File: src/sv/u128sp_pkg.sv
package u128sp_pkg;

  // Parse phase codes
  localparam logic [1:0] PH_START   = 2'd0;
  localparam logic [1:0] PH_ZERO    = 2'd1;
  localparam logic [1:0] PH_DIGITS  = 2'd2;
  localparam logic [1:0] PH_STOPPED = 2'd3;

  // Radix codes
  localparam logic [1:0] RX_DEC = 2'd0;
  localparam logic [1:0] RX_OCT = 2'd1;
  localparam logic [1:0] RX_HEX = 2'd2;

  // Character codes
  localparam logic [7:0] CH_NUL  = 8'h00;
  localparam logic [7:0] CH_DIG0 = 8'h30;
  localparam logic [7:0] CH_DIG7 = 8'h37;
  localparam logic [7:0] CH_DIG9 = 8'h39;
  localparam logic [7:0] CH_UC_A = 8'h41;
  localparam logic [7:0] CH_UC_F = 8'h46;
  localparam logic [7:0] CH_LC_A = 8'h61;
  localparam logic [7:0] CH_LC_F = 8'h66;
  localparam logic [7:0] CH_LC_X = 8'h78;

  localparam int unsigned AccW  = 128;
  localparam int unsigned HalfW = 64;
  // Product width: accumulator times at most 16
  localparam int unsigned ProdW = AccW + 4;

  typedef struct packed {
    logic       ok;
    logic [3:0] val;
  } digit_t;

  // Digit value of a character in the given radix
  function automatic digit_t digit_of(logic [7:0] ch, logic [1:0] rx);
    digit_t d;
    d.ok  = 1'b0;
    d.val = 4'd0;
    if (rx == RX_OCT) begin
      if (ch >= CH_DIG0 && ch <= CH_DIG7) begin
        d.ok  = 1'b1;
        d.val = ch[3:0];
      end
    end else if (ch >= CH_DIG0 && ch <= CH_DIG9) begin
      d.ok  = 1'b1;
      d.val = ch[3:0];
    end else if (rx == RX_HEX && ((ch >= CH_LC_A && ch <= CH_LC_F) ||
                                  (ch >= CH_UC_A && ch <= CH_UC_F))) begin
      // low nibble of a..f / A..F is 1..6
      d.ok  = 1'b1;
      d.val = ch[3:0] + 4'd9;
    end
    return d;
  endfunction

endpackage

File: src/sv/uint128_string_parser.sv
// Streaming parser of an unsigned 128-bit integer, one character per
// transaction. A C-style prefix picks the base ("0x" hex, leading 0 octal,
// otherwise decimal); parsing stops at the first non-digit and a zero byte
// ends the string, producing one result transaction with the value, a valid
// flag and a wrap flag. One character is taken every clock cycle unless the
// input stalls; the rate is set by the accumulator loop, which does the
// 128-bit multiply-by-base plus digit combinationally. A character passes
// through an input register, then the state update; a terminator in the
// input register loads the result register once the output is free. The
// input stalls only when a terminator meets a result still waiting on output.
module uint128_string_parser
  import u128sp_pkg::*;
(
  input  logic             clk_i,
  input  logic             rst_ni,
  input  logic             in_valid_i,
  output logic             in_ready_o,
  input  logic [7:0]       character_i,
  output logic             out_valid_o,
  input  logic             out_ready_i,
  output logic [HalfW-1:0] value_high_o,
  output logic [HalfW-1:0] value_low_o,
  output logic             valid_res_o,
  output logic             overflowed_o
);

  // Input register
  logic       in_vld_q, in_vld_d;
  logic [7:0] ch_q;

  // Parse state
  logic [1:0]      phase_q, phase_d;
  logic [1:0]      radix_q, radix_d;
  logic [AccW-1:0] acc_q, acc_d;
  logic            seen_q, seen_d;
  logic            wrap_q, wrap_d;

  // Result register
  logic             out_vld_q, out_vld_d;
  logic [AccW-1:0]  res_val_q;
  logic             res_ok_q, res_ovf_q;

  logic            out_free, is_term, advance, res_load, res_ok;
  logic [1:0]      eff_radix;
  digit_t          dig;
  logic [ProdW-1:0] prod, full;
  logic            wrap_now;

  // Handshake
  assign out_free   = !out_vld_q || out_ready_i;
  assign is_term    = (ch_q == CH_NUL);
  assign advance    = in_vld_q && (!is_term || out_free);
  assign res_load   = advance && is_term;
  assign in_ready_o = !in_vld_q || advance;
  assign in_vld_d   = in_ready_o ? in_valid_i : in_vld_q;

  // Radix in force for this character: start is decimal, after a leading 0 octal
  always_comb begin
    unique case (phase_q)
      PH_START: eff_radix = RX_DEC;
      PH_ZERO:  eff_radix = RX_OCT;
      default:  eff_radix = radix_q;
    endcase
  end

  assign dig = digit_of(ch_q, eff_radix);

  // acc * base + digit, kept wide to see the wrap
  always_comb begin
    unique case (eff_radix)
      RX_OCT:  prod = {1'b0, acc_q, 3'b000};
      RX_HEX:  prod = {acc_q, 4'b0000};
      default: prod = {1'b0, acc_q, 3'b000} + {3'b000, acc_q, 1'b0};
    endcase
    full     = prod + {{(ProdW-4){1'b0}}, dig.val};
    wrap_now = |full[ProdW-1:AccW];
  end

  assign res_ok = (phase_q == PH_ZERO) || seen_q;

  // Next parse state
  always_comb begin
    phase_d = phase_q;
    radix_d = radix_q;
    acc_d   = acc_q;
    seen_d  = seen_q;
    wrap_d  = wrap_q;
    if (advance) begin
      if (is_term) begin
        phase_d = PH_START;
        radix_d = RX_DEC;
        acc_d   = '0;
        seen_d  = 1'b0;
        wrap_d  = 1'b0;
      end else begin
        unique case (phase_q)
          PH_START: begin
            if (ch_q == CH_DIG0) begin
              phase_d = PH_ZERO;
            end else begin
              radix_d = RX_DEC;
              phase_d = dig.ok ? PH_DIGITS : PH_STOPPED;
            end
          end
          PH_ZERO: begin
            if (ch_q == CH_LC_X) begin
              radix_d = RX_HEX;
              phase_d = PH_DIGITS;
            end else begin
              radix_d = RX_OCT;
              phase_d = dig.ok ? PH_DIGITS : PH_STOPPED;
            end
          end
          PH_DIGITS: begin
            if (!dig.ok) begin
              phase_d = PH_STOPPED;
            end
          end
          PH_STOPPED: begin
            phase_d = PH_STOPPED;
          end
        endcase
        // Accumulate a digit, but not the leading 0 or the 'x' of the hex prefix
        if (dig.ok && (phase_q == PH_DIGITS ||
                       (phase_q == PH_START && ch_q != CH_DIG0) ||
                       (phase_q == PH_ZERO && ch_q != CH_LC_X))) begin
          acc_d  = full[AccW-1:0];
          seen_d = 1'b1;
          wrap_d = wrap_q || wrap_now;
        end
      end
    end
  end

  // Output valid
  always_comb begin
    if (res_load) begin
      out_vld_d = 1'b1;
    end else if (out_ready_i) begin
      out_vld_d = 1'b0;
    end else begin
      out_vld_d = out_vld_q;
    end
  end

  // Control and state registers
  always_ff @(posedge clk_i or negedge rst_ni) begin
    if (!rst_ni) begin
      in_vld_q  <= 1'b0;
      phase_q   <= PH_START;
      radix_q   <= RX_DEC;
      acc_q     <= '0;
      seen_q    <= 1'b0;
      wrap_q    <= 1'b0;
      out_vld_q <= 1'b0;
    end else begin
      in_vld_q  <= in_vld_d;
      phase_q   <= phase_d;
      radix_q   <= radix_d;
      acc_q     <= acc_d;
      seen_q    <= seen_d;
      wrap_q    <= wrap_d;
      out_vld_q <= out_vld_d;
    end
  end

  // Payload registers
  always_ff @(posedge clk_i) begin
    if (in_ready_o) begin
      ch_q <= character_i;
    end
    if (res_load) begin
      res_val_q <= res_ok ? acc_q : '0;
      res_ok_q  <= res_ok;
      res_ovf_q <= res_ok && wrap_q;
    end
  end

  assign out_valid_o  = out_vld_q;
  assign value_high_o = res_val_q[AccW-1:HalfW];
  assign value_low_o  = res_val_q[HalfW-1:0];
  assign valid_res_o  = res_ok_q;
  assign overflowed_o = res_ovf_q;

endmodule

File: config.mk
export PLATFORM = sky130hd
export DESIGN_NAME = uint128_string_parser
export DESIGN_NICKNAME = d
export VERILOG_FILES = /design/src/sv/u128sp_pkg.sv /design/src/sv/uint128_string_parser.sv
export SDC_FILE = /design/constraint.sdc
export NUM_CORES = 1
export LEC_CHECK = 0
export BUFFER_PORTS_ARGS = -buffer_cell sky130_fd_sc_hd__buf_2
export CAP_MARGIN = 20
export CORE_UTILIZATION = 35
export CTS_CLUSTER_DIAMETER = 150
export DETAILED_ROUTE_END_ITERATION = 8
export PLACE_DENSITY = 0.51
export SKIP_LAST_GASP = 1
export SLEW_MARGIN = 25
export SYNTH_ARGS = -nofsm -noshare
export SYNTH_HDL_FRONTEND = slang
export SYNTH_SLANG_ARGS = --single-unit
export TNS_END_PERCENT = 1
File: constraint.sdc
create_clock -name clk_i -period 12 [get_ports clk_i]
set_input_delay 1.8 -clock clk_i [delete_from_list [all_inputs] [get_ports clk_i]]
set_output_delay 1.8 -clock clk_i [all_outputs]
set_load 0.005 [all_outputs]
==> reports/results.tsv <==
metric	value	unit
status	complete, no violations	
dp_slack	4110	ps
ir_worst_vdd	67.9	µV
first_pass_iters	6	
yosysTopAreaCell	edfxtp_1	
whs_path_depth	2	
dp_hpwl	81700	µm
synth-seq-cells	274	
rows	102	
max_freq	125	MHz
synth_enable_flop_cells	138	
grt_max_degree	129	
io_pins	144	
cts_resized	0	
die_area	79300	µm²
r2r_slack	3980	ps
setup_violations	0	
cpPeakStageDelay	800	ps
vias	27774	
layout_common_cells	nand2_1, o21ai_0, a21oi_1, nor2_1, nand3_1	
start_util	0.354	
power.density	91.8	nW/µm²
grt_use_met3	0.0381	
cts_setup_buffers	0	
setup_slack	3980	ps
cpLargestDelayFamily	simple AND/OR/NAND/NOR gates	
setup_tns	0	ps
syn-instance-count	3480	
drcViolationCount	0	
rsz0062_at_grt	false	
synthArstFlopShare	0.496	
cp.required	12490	ps
core	77300	µm²
synthesis.nets	3628	
min_period	8020	ps
detail_route.wl_per_cell	23.2	µm
synth_area_leaders	edfxtp_1, dfrtp_1, ha_1, o21ai_0, a21oi_1	
synth_warnings	0	
avgSynthCellArea	7.86	µm²
drt_iter0_drc	2590	
wirelength	105000	µm
ys_seq_area_frac	0.276	
cts_hold_buf	0	
slew_violations	0	
ctsRootBufferMaster	clkbuf_16	
worst-endpoint-arrival	8510	ps
min_to	seen_q$_DFFE_PN0P_	
final_cells	4516	
use_met2	0.409	
globalplace.congestion	1.04	
drv_cap	0	
cts.sinks	274	
synth_area	27400	µm²
grt_pass1_vias	25705	
max-clock-path-buffers	3	
holdCritPathClass	reg -> reg	
clk_pin_slew_worst_paths	60	ps
crit_fanout	53	
hold_viol_final	0	
r2r_cells	25	
start_kind	flip-flop	
die_h	282	µm
grt_util_met1	0.367	
netlist.area_leader.share	0.151	
dp_cells	4453	
cp_slowest_cell	nor4b_1	
tightest_slew	1080	ps
clk_latency	570	ps
period_share	0.668	
ant_nets	0	
max_slew_margin	0.276	
reg2reg_from	phase_q[1]$_DFFE_PN0P_	
path_buf_inv	3	
ys.flop_type	edfxtp_1	
grt_use_total	0.259	
hp-start	seen_q$_DFFE_PN0P_	
crit_type	reg -> reg	
skew	23.6	ps
nNetsFinal	3598	
reg2reg_to	acc_q[117]$_DFFE_PN0P_	
top_usage_layer	met2	
cts_buffers	34	
dieWidth	282	µm
port_buffers	143	
routed_via_density	6.15	
final_common_cell	nand2_1	
grt-ovfl-total	0	
layout-drive-gt1-share	0.0901	
ctsHtreeMaxLevel	2	
whs	484	ps
leakage	11.4	nW
antenna_found_initial	0	
ys_types	106	
grt_pass1_wl	161000	µm
endpoint_kind	flip-flop	
synthToLayoutAreaGrowth	8.81	%
cts_tree	done	
where the power goes:
| group | leakage, nW | total, mW | internal (mW) | switching, mW |
|---|---|---|---|---|
| Combinational | 7.38 | 0.662 | 0.231 | 0.432 |
| Sequential | 3.43 | 1.01 | 0.990 | 0.0152 |
| Clock | 0.558 | 1.06 | 0.631 | 0.433 |
| Total | 11.4 | 2.73 | 1.85 | 0.880 |
state kept, by name (all words and copies together) (netlist names):
| register | cells |
|---|---|
| wrap_q | 1 |
| ch_q | 8 |
| overflowed_o | 1 |
| acc_q | 128 |
| valid_res_o | 1 |
| res_val_q | 128 |
| seen_q | 1 |
| phase_q | 2 |
| radix_q | 2 |
| out_valid_o | 1 |
| in_vld_q | 1 |
cell usage after synthesis, types with 21 or more instances:
cell type and n:
a31oi_1 43, o21ai_0 299, o21ai_1 24, nand2b_1 33
ha_1 134, clkbuf_1 105, nor3_1 95, o21a_1 34
a211oi_1 28, a311oi_1 21, a21oi_1 290, dfrtp_1 136
a221o_1 33, inv_1 42, nand4_1 105, xor2_1 88
nor2_1 273, o211ai_1 35, nand3_1 195, edfxtp_1 138
xnor2_1 85, or3_1 35, a21o_1 66, buf_1 32
a22oi_1 24, nor4_1 30, and2_1 152, a221oi_1 100
buf_2 93, nand2_1 335
per-stage QoR:
step,power (mW),util,area (µm²)
2_1_floorplan,1.51,-,27400
3_3_place_gp,1.68,0.370,28600
3_5_place_dp,1.68,0.370,28600
4_1_cts,2.76,0.384,29700
5_1_grt,2.87,0.385,29800
6_report,2.73,0.385,29800
worst min-delay path: cells and delay by family, from the launching register on:
kind / cells / cell delay [ps]
simple gates: 2 / 110
flops: 1 / 340
cell families after synthesis:
| logic type | after synthesis | share of synthesized area |
|---|---|---|
| mux | 27 | 0.0102 |
| fa+ha+maj | 136 | 0.0628 |
| flops | 274 | 0.276 |
| simple gates | 1405 | 0.263 |
| compound gates | 1186 | 0.289 |
| xor+xnor | 173 | 0.0554 |
| buf+inv | 279 | 0.0432 |
metal layers:
metal,wire (µm),share of wire
met1,48500,0.46
met2,47000,0.45
met3,6530,0.062
met4,2980,0.028
met5,0,0
final cells by class:
class                      count  area (µm²)
inverter                      42         163
antenna                        1        2.50
clock buffer                  44         962
fill                        8222       47600
multi-input combinational   2927       18700
tap                         1040        1300
sequential                   274        7550
timing repair buffer         171         956
clock inverter                17         165
how the worst max path moves through the flow:
stage / start / endpoint / depth (start not counted)
2_1_floorplan: phase_q[1]$_DFFE_PN0P_ / wrap_q$_DFFE_PN0P_ / 36
3_3_place_gp: phase_q[1]$_DFFE_PN0P_ / acc_q[117]$_DFFE_PN0P_ / 25
3_5_place_dp: phase_q[1]$_DFFE_PN0P_ / acc_q[117]$_DFFE_PN0P_ / 25
4_1_cts: phase_q[1]$_DFFE_PN0P_ / acc_q[117]$_DFFE_PN0P_ / 25
5_1_grt: phase_q[1]$_DFFE_PN0P_ / acc_q[117]$_DFFE_PN0P_ / 25
6_report: phase_q[1]$_DFFE_PN0P_ / acc_q[117]$_DFFE_PN0P_ / 25
(Power assumes the default switching activity.)
